--- config.mk ---
export PLATFORM = sky130hd
export DESIGN_NAME = stereo_square_tone_generator
export DESIGN_NICKNAME = d
export VERILOG_FILES = /design/src/design/sstg_pkg.sv /design/src/design/sstg_period.sv /design/src/design/stereo_square_tone_generator.sv
export SDC_FILE = /design/constraint.sdc
export NUM_CORES = 1
export LEC_CHECK = 0
export BUFFER_PORTS_ARGS = -buffer_cell sky130_fd_sc_hd__buf_4
export CAP_MARGIN = 0
export CORE_MARGIN = 2
export CORE_UTILIZATION = 35
export CTS_BUF_LIST = sky130_fd_sc_hd__clkbuf_4 sky130_fd_sc_hd__clkbuf_8
export CTS_CLUSTER_SIZE = 16
export DETAILED_ROUTE_END_ITERATION = 6
export PLACE_DENSITY = 0.56
export SYNTH_ARGS = -nofsm -noshare
export SYNTH_HDL_FRONTEND = slang
export SYNTH_SLANG_ARGS = --single-unit
--- constraint.sdc ---
create_clock -name clk -period 16.66 [get_ports clk]
set_input_delay 2.499 -clock clk [delete_from_list [all_inputs] [get_ports clk]]
set_output_delay 2.499 -clock clk [all_outputs]
set_load 0.01 [all_outputs]
--- src/design/sstg_pkg.sv ---
`timescale 1ns / 1ps
// Shared constants, codes and types of the stereo square tone generator.
package sstg_pkg;

    localparam int NUM_CHANNELS = 2;
    localparam int CH_IDX_W     = (NUM_CHANNELS > 1) ? $clog2(NUM_CHANNELS) : 1;

    localparam int RATE_W   = 18;
    localparam int FREQ_W   = 8;
    localparam int PERIOD_W = 10;
    localparam int SAMPLE_W = 13;
    localparam int VOL_W    = 4;
    localparam int SUM_W    = SAMPLE_W + CH_IDX_W;

    localparam logic [RATE_W-1:0]   RATE_RESET = RATE_W'(44100);
    localparam logic [PERIOD_W-1:0] PERIOD_MAX = '1;
    localparam logic [SAMPLE_W-1:0] SAMPLE_MAX = '1;

    // period = floor(rate * freq / 62500), i.e. rate * freq * 64 / 4 MHz.
    // The reciprocal is ceil(2^42 / 62500); exact for products below 2^26.
    localparam int PROD_W       = RATE_W + FREQ_W;
    localparam int RECIP_W      = 27;
    localparam int RECIP_SHIFT  = 42;
    localparam int QUOT_W       = PROD_W + RECIP_W - RECIP_SHIFT;
    localparam logic [RECIP_W-1:0] RECIP = RECIP_W'(70368745);

    // op codes
    localparam logic [1:0] OP_WRITE = 2'd0;
    localparam logic [1:0] OP_LEFT  = 2'd1;
    localparam logic [1:0] OP_RIGHT = 2'd2;

    // register index within a channel
    localparam logic [1:0] REG_FREQ    = 2'd0;
    localparam logic [1:0] REG_FREQ_HI = 2'd1;
    localparam logic [1:0] REG_CTRL    = 2'd2;

    // control register bits
    localparam int LEFT_EN_BIT  = 6;
    localparam int RIGHT_EN_BIT = 5;

    typedef struct packed {
        logic                valid;
        logic [CH_IDX_W-1:0] ch;
        logic [FREQ_W-1:0]   freq;
    } period_req_t;

    typedef struct packed {
        logic                valid;
        logic [CH_IDX_W-1:0] ch;
        logic [PERIOD_W-1:0] period;
    } period_upd_t;

endpackage

--- src/design/sstg_period.sv ---
`timescale 1ns / 1ps
// Two-step period calculation: rate times frequency byte, then divide by 62500.
module sstg_period
    import sstg_pkg::*;
(
    input  logic              clk,
    input  logic              rst_n,
    input  logic [RATE_W-1:0] sample_rate,
    input  period_req_t       req,
    output period_upd_t       upd,
    output logic              busy
);

    logic                      a_valid_reg;
    logic [CH_IDX_W-1:0]       a_ch_reg;
    logic [PROD_W-1:0]         a_prod_reg;
    logic [PROD_W-1:0]         a_prod_next;
    logic [PROD_W+RECIP_W-1:0] scaled;
    logic [QUOT_W-1:0]         quot;

    assign a_prod_next = PROD_W'(sample_rate) * PROD_W'(req.freq);

    always_ff @(posedge clk or negedge rst_n)
    begin
        if (!rst_n)
        begin
            a_valid_reg <= 1'b0;
        end
        else
        begin
            a_valid_reg <= req.valid;
        end
    end

    always_ff @(posedge clk)
    begin
        if (req.valid)
        begin
            a_ch_reg   <= req.ch;
            a_prod_reg <= a_prod_next;
        end
    end

    // multiply by the reciprocal; the top bits are the exact quotient
    assign scaled = (PROD_W+RECIP_W)'(a_prod_reg) * (PROD_W+RECIP_W)'(RECIP);
    assign quot   = scaled[PROD_W+RECIP_W-1:RECIP_SHIFT];

    always_comb
    begin
        upd.valid = a_valid_reg;
        upd.ch    = a_ch_reg;
        if (quot > QUOT_W'(PERIOD_MAX))
        begin
            upd.period = PERIOD_MAX;
        end
        else
        begin
            upd.period = quot[PERIOD_W-1:0];
        end
    end

    assign busy = a_valid_reg;

endmodule

--- src/design/stereo_square_tone_generator.sv ---
`timescale 1ns / 1ps
// A tick's sample goes through the input register and the result register to m_tdata.
// One item per clock unless m_tready stalls a tick; a write to register 0 or 1 holds off
// the next item while the period multiplier (rate x byte, then x reciprocal) settles.
// Writes to other registers run back to back, and so do ticks while the output drains.
// Reset (rst_n low, async): registers, periods and phases clear to zero,
// sample_rate returns to 44100, both streams go empty.
module stereo_square_tone_generator
    import sstg_pkg::*;
(
    input  logic              clk,
    input  logic              rst_n,
    input  logic              cfg_wr_en,
    input  logic [RATE_W-1:0] cfg_wr_data,    // sample_rate
    input  logic              s_tvalid,
    output logic              s_tready,
    input  logic [15:0]       s_tdata,        // channel_select, reg_index[1:0], write_data[7:0]
    input  logic [1:0]        s_tuser,        // op[1:0]
    output logic              m_tvalid,
    input  logic              m_tready,
    output logic [15:0]       m_tdata         // sample[12:0]
);

    logic [RATE_W-1:0]   sample_rate_reg;

    logic                s1_valid_reg;
    logic [1:0]          s1_op_reg;
    logic                s1_ch_reg;
    logic [1:0]          s1_ri_reg;
    logic [FREQ_W-1:0]   s1_data_reg;

    logic [FREQ_W-1:0]   freq_reg   [NUM_CHANNELS];
    logic [7:0]          ctrl_reg   [NUM_CHANNELS];
    logic [PERIOD_W-1:0] period_reg [NUM_CHANNELS];
    logic [PERIOD_W-1:0] left_phase_reg  [NUM_CHANNELS];
    logic [PERIOD_W-1:0] right_phase_reg [NUM_CHANNELS];

    logic                m_valid_reg;
    logic [SAMPLE_W-1:0] sample_reg;
    logic [SAMPLE_W-1:0] sample_next;

    logic                is_write;
    logic                is_tick;
    logic                side_right;
    logic [CH_IDX_W-1:0] ch_idx;
    logic                ch_ok;
    logic                period_write;
    logic                out_free;
    logic                s1_adv;
    logic                busy;

    logic                ch_en     [NUM_CHANNELS];
    logic [PERIOD_W-1:0] phase_adv [NUM_CHANNELS];
    logic [SUM_W-1:0]    sum;

    period_req_t         preq;
    period_upd_t         pupd;

    always_ff @(posedge clk or negedge rst_n)
    begin
        if (!rst_n)
        begin
            sample_rate_reg <= RATE_RESET;
        end
        else if (cfg_wr_en)
        begin
            sample_rate_reg <= cfg_wr_data;
        end
    end

    // item decode in the input register
    assign is_write     = (s1_op_reg == OP_WRITE);
    assign is_tick      = (s1_op_reg == OP_LEFT) || (s1_op_reg == OP_RIGHT);
    assign side_right   = (s1_op_reg == OP_RIGHT);
    assign ch_idx       = CH_IDX_W'(s1_ch_reg);
    assign ch_ok        = (int'(s1_ch_reg) < NUM_CHANNELS);
    assign period_write = is_write && ch_ok &&
                          ((s1_ri_reg == REG_FREQ) || (s1_ri_reg == REG_FREQ_HI));

    assign out_free = !m_valid_reg || m_tready;
    // nothing leaves the input register while a new period is on its way
    assign s1_adv   = s1_valid_reg && !busy && (!is_tick || out_free);
    assign s_tready = !s1_valid_reg || s1_adv;

    always_ff @(posedge clk or negedge rst_n)
    begin
        if (!rst_n)
        begin
            s1_valid_reg <= 1'b0;
        end
        else if (s_tready)
        begin
            s1_valid_reg <= s_tvalid;
        end
    end

    always_ff @(posedge clk)
    begin
        if (s_tvalid && s_tready)
        begin
            s1_op_reg   <= s_tuser;
            s1_ch_reg   <= s_tdata[0];
            s1_ri_reg   <= s_tdata[2:1];
            s1_data_reg <= s_tdata[10:3];
        end
    end

    // per-channel square wave for the ticked side
    always_comb
    begin
        logic [PERIOD_W-1:0] phase;
        logic [PERIOD_W:0]   inc;
        phase = '0;
        inc   = '0;
        sum   = '0;
        for (int c = 0; c < NUM_CHANNELS; c++)
        begin
            ch_en[c] = side_right ? ctrl_reg[c][RIGHT_EN_BIT] : ctrl_reg[c][LEFT_EN_BIT];
            phase    = side_right ? right_phase_reg[c] : left_phase_reg[c];
            inc      = {1'b0, phase} + 1'b1;
            if (inc >= {1'b0, period_reg[c]})
            begin
                phase_adv[c] = '0;
            end
            else
            begin
                phase_adv[c] = inc[PERIOD_W-1:0];
            end
            if (ch_en[c] && (phase <= (period_reg[c] >> 1)))
            begin
                sum = sum + SUM_W'({ctrl_reg[c][VOL_W-1:0], 8'h00});
            end
        end
        if (sum > SUM_W'(SAMPLE_MAX))
        begin
            sample_next = SAMPLE_MAX;
        end
        else
        begin
            sample_next = sum[SAMPLE_W-1:0];
        end
    end

    always_comb
    begin
        preq.valid = s1_adv && period_write;
        preq.ch    = ch_idx;
        preq.freq  = (s1_ri_reg == REG_FREQ) ? s1_data_reg : freq_reg[ch_idx];
    end

    sstg_period u_period (
        .clk         (clk),
        .rst_n       (rst_n),
        .sample_rate (sample_rate_reg),
        .req         (preq),
        .upd         (pupd),
        .busy        (busy)
    );

    always_ff @(posedge clk or negedge rst_n)
    begin
        if (!rst_n)
        begin
            for (int c = 0; c < NUM_CHANNELS; c++)
            begin
                freq_reg[c]        <= '0;
                ctrl_reg[c]        <= '0;
                period_reg[c]      <= '0;
                left_phase_reg[c]  <= '0;
                right_phase_reg[c] <= '0;
            end
        end
        else
        begin
            if (pupd.valid)
            begin
                period_reg[pupd.ch] <= pupd.period;
            end
            if (s1_adv && is_write && ch_ok)
            begin
                if (s1_ri_reg == REG_FREQ)
                begin
                    freq_reg[ch_idx] <= s1_data_reg;
                end
                if (s1_ri_reg == REG_CTRL)
                begin
                    ctrl_reg[ch_idx] <= s1_data_reg;
                end
                if (period_write)
                begin
                    left_phase_reg[ch_idx]  <= '0;
                    right_phase_reg[ch_idx] <= '0;
                end
            end
            if (s1_adv && is_tick)
            begin
                for (int c = 0; c < NUM_CHANNELS; c++)
                begin
                    if (ch_en[c])
                    begin
                        if (side_right)
                        begin
                            right_phase_reg[c] <= phase_adv[c];
                        end
                        else
                        begin
                            left_phase_reg[c] <= phase_adv[c];
                        end
                    end
                end
            end
        end
    end

    // result register
    always_ff @(posedge clk or negedge rst_n)
    begin
        if (!rst_n)
        begin
            m_valid_reg <= 1'b0;
        end
        else if (s1_adv && is_tick)
        begin
            m_valid_reg <= 1'b1;
        end
        else if (m_tready)
        begin
            m_valid_reg <= 1'b0;
        end
    end

    always_ff @(posedge clk)
    begin
        if (s1_adv && is_tick)
        begin
            sample_reg <= sample_next;
        end
    end

    assign m_tvalid = m_valid_reg;
    assign m_tdata  = {{(16-SAMPLE_W){1'b0}}, sample_reg};

`ifndef NO_ASSERTIONS
    // a period-changing write must raise busy and hold off the next item
    assert property (@(posedge clk) disable iff (!rst_n)
        (s1_adv && period_write) |=> (busy && !s1_adv))
        else $error("period update did not stall the input register");

    // channel 0 phases stay inside the current period (zero when the period is zero)
    assert property (@(posedge clk) disable iff (!rst_n)
        (left_phase_reg[0] < period_reg[0]) ||
        ((period_reg[0] == '0) && (left_phase_reg[0] == '0)))
        else $error("left phase of channel 0 outside its period");

    assert property (@(posedge clk) disable iff (!rst_n)
        (right_phase_reg[0] < period_reg[0]) ||
        ((period_reg[0] == '0) && (right_phase_reg[0] == '0)))
        else $error("right phase of channel 0 outside its period");
`endif

endmodule

# == Yosys cells after proc, flatten, opt, wreduce, memory -nomap -nowiden ==
# Index checks and enable logic that the tools add are counted.
# totals
out_inout_bits,18
regBits,166
wordCells,108
in_bits,41
# op_classes
bitwise_logic,5
magnitude_cmp,10
n_mux,38
n_eq_ne,4
n_addsub,3
reduce_logical,25
n_mul,2
# ops
operator,count
$mux 10,15
$mux 20,6
$mul 26x27->53 const B,1
$and 20x20->20,2
$mux 8,5
$bwmux 16,2
$mul 18x8->26,1
$add 10x1->11 const B,2
$ge 11x10->1,2
$bwmux 20,1
$demux 10 s1,2
$le 10x9->1,2
$not 20->20,1
$add 14x12->14,1
$gt 14x13->1 const B,1
$mux 14,1
$mux 12,1
$gt 11x10->1 const B,1
$logic_and 1x1->1,11
$demux 8 s1,1
$logic_or 1x1->1,5
$eq 2x1->1 const B,2
$eq 2x2->1 const B,2
$ge 2x2->1 const B,2
other kinds (7),17

# == Depth between registers and ports, before layout ==
# Gate-level depths: netlist of run 1.
# depth
word_depth,12
mapped_depth,26
depth_no_buf,26

# == Cells and area by module ==
# From an unflattened synthesis of run 1, not the netlist that was laid out.
# unflattened
hier_cells,2255
area_unflattened_um2,22887.0
# by_module_without_submodules
mod,area_each_um2,instances,seq_area_each_um2,cells_per_inst
sstg_period,15830.2,1,835.8,1610
stereo_square_tone_generator,7056.8,1,3250.6,645

# == Worst setup path after synthesis of run 1 ==
# Ideal clock, no wire load.
# synth_timing
path_kind,reg2reg
startpoint,reg u_period.a_prod_reg[11]
endpoint,reg period_reg[12] (netlist name)
setup_ns,0.145
stages_incl_launch_ff,22
required_time_ns,16.515
path_buffers,0
period_less_slack_ns,6.453
t_arrival_ns,6.308
setup_slack_ns,10.207
cell_sequence,edfxtp_1 -> fa_1 -> inv_1 -> fa_1 -> inv_1 -> fa_1 -> fa_1 -> fa_1 -> fa_1 -> inv_1 -> fa_1 -> inv_1 -> ha_1 -> and4_1 -> and3_1 -> nand2_1 -> a211oi_1 -> nor3_1 -> o21ai_1 -> o211ai_1 -> xor2_1 -> a31oi_1
# synth_via
elab_chain_cells,4
# synth_rtl
element,line_no,text
from (decl),sstg_period.sv:16,logic [PROD_W-1:0] a_prod_reg;
from (signal assigned),sstg_period.sv:40,a_prod_reg <= a_prod_next;
$mul 26x27->53 *,sstg_period.sv:45,assign scaled = (PROD_W+RECIP_W)'(a_prod_reg) * (PROD_W+RECIP_W)'(RECIP);
$gt 11x10->1,sstg_period.sv:52,if (quot > QUOT_W'(PERIOD_MAX))
$mux 10 *,sstg_period.sv:52,
$bwmux 20 *,stereo_square_tone_generator.sv:177,period_reg[pupd.ch] <= pupd.period;
"to (signal, indexed assignment)",stereo_square_tone_generator.sv:177,
to (decl),stereo_square_tone_generator.sv:34,logic [PERIOD_W-1:0] period_reg [NUM_CHANNELS];
# Every way passes the cells marked *; elsewhere a longest branch is shown, timed or not.
# A chain may end at the register's enable or synchronous reset.

# == Final worst setup path of run 1 ==
# layout_timing
startpoint,reg u_period.a_prod_reg[13]
endpoint,reg period_reg[8] (netlist name)
# Same word-level chain as after synthesis.

==> results of run 1 <==
logic make-up (layout without fill, tap and decap cells):
kind of cell               after synthesis  count (layout)
AOI/OAI and AO/OA                      277             277
xor gates and xnor gates                56              56
adders and majority gates              683             683
buffers and inverters                  577             615
DFF                                    154             154
muxes                                   75              75
other                                    1              12
and+or+nand+nor                        366             366
through the flow:
step / std cells / setup slack, ns / hold slack, ns / cell area, µm² / utilization
after global routing: 3084 / 8.40 / 0.513 / 24200 / 0.382
final: 3084 / 8.86 / 0.498 / 24200 / 0.382
after detailed placement: 3051 / 8.77 / 0.476 / 23700 / 0.375
after floorplan: 2199 / 10.21 / 0.424 / 22500 / -
after CTS: 3083 / 8.74 / 0.501 / 24200 / 0.381
after global placement: 3051 / 8.86 / 0.470 / 23700 / 0.375
placed cells by master (no fill, tap or decap), drive strengths merged, types with 25 or more instances in the layout:
cell	synthesis	layout
inv	529	537
ha	350	350
fa	333	333
nand2	136	136
dfrtp	103	103
a21oi	61	61
mux2	55	55
nor2b	54	54
buf	31	54
o21ai	53	53
nor2	48	48
xnor2	47	47
edfxtp	45	45
a21o	39	39
and2	25	25
worst reg2reg max path, delay by kind of cell (launching register included):
| family | cells | cell delay (ns) |
|---|---|---|
| xor gates and xnor gates | 1 | 0.55 |
| AOI/OAI and AO/OA | 4 | 1.11 |
| and+or+nand+nor | 4 | 0.78 |
| DFF | 1 | 0.68 |
| adders and majority gates | 8 | 4.25 |
| buffers and inverters | 4 | 0.27 |
cell usage after synthesis, types with 16 or more instances:
cell,instances,area [µm²]
nand2_1,136,510
a21oi_1,61,305
xnor2_1,46,403
dfrtp_1,103,2580
mux2i_1,20,200
and2_1,25,156
inv_1,527,1980
clkbuf_1,16,60.1
nand4_1,16,100
ha_1,350,4380
o21ai_1,21,105
fa_1,333,6670
nand2b_1,19,119
mux2_2,49,552
a21o_1,39,293
o21a_1,17,128
edfxtp_1,45,1350
nor2b_1,54,338
a32o_1,16,160
nor2_1,47,176
buf_1,16,60.1
o21ai_0,32,160
a22o_1,18,158
layer usage:
metal  part of all wire  GRT usage  vias to the layer above
met2               0.47      0.273                      259
met1               0.47      0.217                     7539
met4              0.020     0.0422                        0
li1                   -          -                     7091
met3              0.038     0.0208                       60
met5                  0          0                        -
cell type report:
class,instances,share of cell area
Multi-Input combinational cell,1468,0.671
Clock buffer,17,0.00969
Timing Repair Buffer,54,0.0168
Tap cell,846,0.0438
Clock inverter,15,0.00741
Sequential cell,154,0.169
Inverter,529,0.0822
Antenna cell,1,0.000104
final timing paths:
| check | from | end | cells after the start |
|---|---|---|---|
| setup / recovery | u_period.a_prod_reg[13] | period_reg[8] | 21 |
| setup reg to reg | u_period.a_prod_reg[13] | period_reg[8] | 21 |
| hold / removal | right_phase_reg[10] | right_phase_reg[10] | 1 |
| hold reg to reg | right_phase_reg[10] | right_phase_reg[10] | 1 |
| max in group asynchronous | rst_n | sample_rate_reg[12] | 2 |
| min in group asynchronous | rst_n | left_phase_reg[16] | 1 |
==> flow_summary.toml, run 1 <==
[run_status]
status = "completed"

[clock_network]
clock_path_buffers = 2
hold_buffers = 0
clockRootBuffer = "clkbuf_8"
numCtsBuffers = 17
tritoncts = "done"
clock_latency_ns = 0.50
cts_resized = 0
post-cts-setup-buffers = 0
path_clk_slew_ns = 0.09
htree_num_levels = 4
cts_sinks = 154

[worst_setup_path]
slowest_delay_ns = 0.71
worstSetupPathType = "register to register"
cp_slowest_cell = "fa_1"
cp_num_buf_inv = 4
crit_arrival_ns = 8.13
path_cells = "fa_1, inv_1, fa_1, inv_1, fa_1, fa_1, fa_1, fa_1, inv_1, fa_1, inv_1, ha_1, and4_1, and3_1, nand2_1, a211oi_1, nor3_1, o21ai_1, o211ai_1, xor2_1, a31oi_1"
start_kind = "register"
critPathMostFrequentCell = "fa_1"
worstPathMaxFanout = 8
r2r_slack_ns = 8.86
crit_family = "adder cells"
required_ns = 16.99
endpoint_kind = "register"

[die]
rows = 92
die_w_um = 258
die_area_um2 = 66300
core_area_um2 = 63300
start_util = 0.355
fp.dieH_um = 258
design.portCount = 59

[synthesis]
netlist_instances = 2189
ys.flop_type = "dfrtp_1"
synthDistinctLibCells = 74
synth_compound_gate_area_share = 0.0851
ys_seq_area_frac = 0.182
synth_area_um2 = 22500
synth-simple-area-share = 0.0836
async_reset_ff_frac = 0.708
synthXorXnorAreaFrac = 0.0221
yosys_warnings = 0
synthMuxAreaShare = 0.0364
ys_ff_latch = 154
synth_top_family_by_area = "adder cells"
synthAdderAreaFrac = 0.491
synth_area_per_cell_um2 = 10.3
synth_edf_count = 45

[finish]
nets = 2948
multi_input_area_um2 = 16200
area_delta_synth_final_pct = 7.39
largest_reg_flops = 26
fillers = 6344
drive_gt1_frac = 0.0764
seq_area_um2 = 4090

[sta]
setup_violations = 0
rsz0062_at_grt = "no"
worstMarginPinSlew_ns = 0.995
slew-limit-headroom = 0.336
timing.final.hold_violations = 0
fin_skew_ns = 0.0231
period_minus_slack_ns = 7.80
clock.fmax_ghz = 0.128
fin_setup_tns_ns = 0
drv_slew = 0
finalCritPeriodShare = 0.468

[global_routing]
overflow = 0
grt_pass1_wl_um = 85500
grt_start_max_net_pins = 66
grt_pass1_vias = 16500
grtUsageTotal = 0.161
antenna_found_initial = 1

[routing]
firstDrtPassIters = 5
wl_per_cell_um = 16.5
drtIter0Drc = 777
num_vias = 14900
drc_errors = 0
antenna_left = 0
vias_per_cell = 4.85
routed_wl_um = 50800

[hold_path]
min_path_type = "register to register"

[placed_design]
gp_congestion = 0.913
port_buffers = 42
dp_hpwl_um = 43400

[run]
maxCapViolCount = 0
Power of run 1 is left out: the tool's default activity adds up to more than one toggle a clock period on the data nets, which glitch-free logic cannot reach.
==> run 2: changes to the inputs <==
- PLACE_DENSITY: 0.56 -> 0.58
- clock period: 16.66 -> 6.7 ns (I/O delays scaled with it)
==> flow_summary.toml, run 2 (same netlist as run 1, synthesis figures left out) <==
[run_status]
status = "completed"

[sta]
fin_skew_ns = 0.0190
drv_slew = 0
period_minus_slack_ns = 6.59
finalCritPeriodShare = 0.984
rsz0062_at_grt = "yes"
clock.fmax_ghz = 0.152
setup_violations = 0
worstMarginPinSlew_ns = 0.981
slew-limit-headroom = 0.341
whs_ns = 0.497
timing.final.hold_violations = 0

[run]
maxCapViolCount = 0

[worst_setup_path]
crit_arrival_ns = 6.96
worstPathMaxFanout = 4
r2r_slack_ns = 0.11
slowest_delay_ns = 0.59
endpoint_kind = "register"
critPathMostFrequentCell = "inv_2"
cp_slowest_cell = "fa_2"
r2r_end = "period_reg[7]"
crit_start = "u_period.a_prod_reg[10]"
required_ns = 7.07
endpoint = "period_reg[7]"
worstSetupPathType = "register to register"
r2r_cells = 27
r2r_start = "u_period.a_prod_reg[10]"
start_kind = "register"

[die]
die_w_um = 258
design.portCount = 59
rows = 92
start_util = 0.355
die_area_um2 = 66300
core_area_um2 = 63300
fp.dieH_um = 258

[global_routing]
grt_pass1_vias = 17100
grt_start_max_net_pins = 66
grtUsageTotal = 0.164
overflow = 0
grt_pass1_wl_um = 87800
antenna_found_initial = 1

[clock_network]
htree_num_levels = 4
tritoncts = "done"
clock_latency_ns = 0.49
clockRootBuffer = "clkbuf_8"
numCtsBuffers = 17
clock_path_buffers = 2
hold_buffers = 0
path_clk_slew_ns = 0.10
cts_sinks = 154

[finish]
nets = 3091
largest_reg_flops = 26
drive_gt1_frac = 0.163
layout_common_cells = "511 x inv_1, 337 x ha_1, 315 x fa_1"
area_delta_synth_final_pct = 14.0
seq_area_um2 = 4090
fillers = 6252
multi_input_area_um2 = 16600
final_common_cell = "inv_1"

[placed_design]
port_buffers = 42
gp_congestion = 0.903
dp_hpwl_um = 44800

[routing]
drc_errors = 0
vias_per_cell = 4.82
antenna_left = 0
firstDrtPassIters = 5
drtIter0Drc = 667
wl_per_cell_um = 16.2
routed_wl_um = 52200
num_vias = 15600

[hold_path]
min_path_type = "input pin to async pin"
==> run 2: cell count changes in the layout (fill, tap and decap cells not counted), moves of 16 or more <==
cell   previous run  this run
inv_2             2        18
inv_1           527       511
buf_4            54       183
fa_1            333       315
fa_2              0        18
==> run 2: worst min-delay path by stage <==
stage / from / slack (ns) / end
floorplan: ch_idx / 0.42 / u_period.a_ch_reg
global placement: period_reg[9] / 0.47 / period_reg[9]
detailed placement: period_reg[14] / 0.47 / period_reg[14]
CTS: rst_n / 0.47 / right_phase_reg[10]
global route: rst_n / 0.51 / right_phase_reg[10]
finish: rst_n / 0.50 / right_phase_reg[10]
==> run 2: what timing repair did <==
item / CTS / global route
resized for setup: 60 / 39
setup endpoints to repair: 20 / 20
pin swaps: 47 / 55
setup buffers: 8 / 14
==> run 2: metrics by stage <==
stage                      util  instances  setup TNS [ns]  setup slack [ns]  cell area (µm²)
after floorplan               -       2199               0             0.247            22500
after global placement    0.390       3174           -7.89            -0.430            24700
after detailed placement  0.390       3174           -7.97            -0.444            24700
after CTS                 0.401       3213               0           0.00704            25400
after global routing      0.405       3227           -2.73            -0.236            25600
final                     0.405       3227               0             0.107            25600
==> run 2: worst max-delay path, delay by kind of cell (launching register included) <==
kind            cells  cell delay, ns
fa+ha+maj           8            3.93
buf+inv             9            0.70
simple gates        5            0.66
compound gates      4            0.62
flops               1            0.39
xor+xnor            1            0.19
==> run 2: cell type report <==
class / instances / share of cell area
Multi-Input combinational cell: 1468 / 0.646
Clock buffer: 17 / 0.00912
Clock inverter: 15 / 0.00688
Timing Repair Buffer: 197 / 0.0601
Sequential cell: 154 / 0.159
Tap cell: 846 / 0.0413
Inverter: 529 / 0.0774
Antenna cell: 1 / 0.0000976
==> run 2: routing by layer <==
layer / wire length, µm / vias to the layer above / track usage
met3: 1720 / 37 / 0.0137
li1: - / 7383 / -
met4: 622 / 0 / 0.0318
met1: 24200 / 7890 / 0.222
met5: 0 / - / 0
met2: 25600 / 248 / 0.288
Power of run 2 is left out for the same reason.
==> run 3: changes to the inputs <==
- CORE_ASPECT_RATIO: default -> 1.4
- PLACE_DENSITY: 0.58 -> 0.56
==> flow_summary.toml, run 3 (same netlist as run 1, synthesis figures left out) <==
[finish]
drive_gt1_frac = 0.155
largest_reg_flops = 26
seq_area_um2 = 4090
fillers = 6314
fin_area_um2 = 25500
layout_common_cells = "517 x inv_1, 339 x ha_1, 321 x fa_1"
nets = 3070
final_util = 0.399
instances_no_fill = 3200
area_delta_synth_final_pct = 13.5
final_common_cell = "inv_1"
multi_input_area_um2 = 16600

[global_routing]
antenna_found_initial = 1
grtUsageTotal = 0.174
grt_start_max_net_pins = 72
grt_pass1_wl_um = 90100
overflow = 0
grt_pass1_vias = 17600

[clock_network]
htree_num_levels = 4
hold_buffers = 0
clockRootBuffer = "clkbuf_8"
numCtsBuffers = 17
clock_path_buffers = 2
tritoncts = "done"
clock_latency_ns = 0.48
path_clk_slew_ns = 0.09
cts_sinks = 154

[sta]
slew-limit-headroom = 0.311
drv_slew = 0
period_minus_slack_ns = 6.56
clock.fmax_ghz = 0.152
timing.final.hold_violations = 0
setup_violations = 0
fin_skew_ns = 0.0232
finalCritPeriodShare = 0.980
rsz0062_at_grt = "yes"
worstMarginPinSlew_ns = 1.03

[routing]
wl_per_cell_um = 17.0
antenna_left = 0
firstDrtPassIters = 5
routed_wl_um = 54400
num_vias = 15400
vias_per_cell = 4.80
drc_errors = 0
drtIter0Drc = 552

[run_status]
status = "completed"

[worst_setup_path]
r2r_cells = 21
path_cells = "fa_2, inv_1, fa_1, inv_1, fa_1, fa_2, fa_1, fa_1, inv_1, fa_1, inv_1, ha_1, nor2b_1, a221oi_2, o211ai_1, nand4_1, buf_6, a21boi_1, or3_4, a21oi_4, o21ai_1"
worstSetupPathType = "register to register"
worstPathMaxFanout = 5
start_kind = "register"
endpoint_kind = "register"
critPathMostFrequentCell = "fa_1"
slowest_delay_ns = 0.60
cp_slowest_cell = "fa_2"
crit_arrival_ns = 6.91
required_ns = 7.05

[die]
rows = 110
fp.dieH_um = 304
start_util = 0.351
design.portCount = 59
die_w_um = 218
core_area_um2 = 64000
die_area_um2 = 66300

[placed_design]
dpl_cell_area_um2 = 24500
dp_hpwl_um = 47300
port_buffers = 42
gp_congestion = 0.923
place_inst = 3154

[run]
maxCapViolCount = 0

[hold_path]
min_path_type = "input pin to async pin"
-- run 3: cell types whose count changed in the layout (fill, tap and decap cells not counted), moves of 4 or more --
cell	before	now
inv_8	5	1
buf_4	183	168
a21oi_1	58	54
buf_6	13	8
inv_2	18	12
fa_2	18	12
fa_1	315	321
inv_1	511	517
nor2_4	2	6
a21oi_2	1	5
-- run 3: layout make-up --
class,instances,share of cell area
antenna,1,0.0000980
sequential,154,0.160
clock inverter,12,0.00627
multi-input combinational,1468,0.651
clock buffer,20,0.0108
tap,840,0.0412
timing repair buffer,176,0.0529
inverter,529,0.0778
-- run 3: timing repair --
item / in CTS / in global routing
buffers inserted: 13 / 3
gates resized for setup: 57 / 42
pin swaps: 34 / 30
setup endpoints to repair: 20 / 20
-- run 3: worst paths after layout --
| kind | start | end | slack [ns] |
|---|---|---|---|
| min in group clk | right_phase_reg[1] | right_phase_reg[1] | 0.49 |
| worst min register to register | right_phase_reg[1] | right_phase_reg[1] | 0.49 |
| worst max register to register | u_period.a_prod_reg[15] | period_reg[4] | 0.14 |
| max in group asynchronous | rst_n | freq_reg[5] | 4.90 |
| worst min-delay path | rst_n | left_phase_reg[12] | 0.47 |
| worst max-delay path | u_period.a_prod_reg[15] | period_reg[4] | 0.14 |
-- run 3: routing by layer --
layer	vias up	wire (µm)	track usage
met2	191	30600	0.347
met5	-	0	0
met3	97	682	0.0112
met1	7753	20500	0.181
met4	0	2590	0.0782
li1	7326	-	-
-- run 3: stage by stage --
step | hold WS [ns] | setup WS, ns | setup TNS (ns)
3_5_place_dp | 0.475 | -0.296 | -3.73
3_3_place_gp | 0.467 | -0.292 | -3.54
2_1_floorplan | 0.424 | 0.247 | 0
6_report | 0.475 | 0.136 | 0
5_1_grt | 0.488 | -0.187 | -1.64
4_1_cts | 0.466 | 0.00197 | 0
-- run 3: worst max-delay path, delay by kind of cell, from the launching register on --
kind / cells / cell delay [ns]
and+or+nand+nor: 3 / 0.70
DFF: 1 / 0.51
AOI/OAI and AO/OA: 5 / 0.79
buffers and inverters: 5 / 0.39
adders and majority gates: 8 / 4.05
Power of run 3 is left out for the same reason.
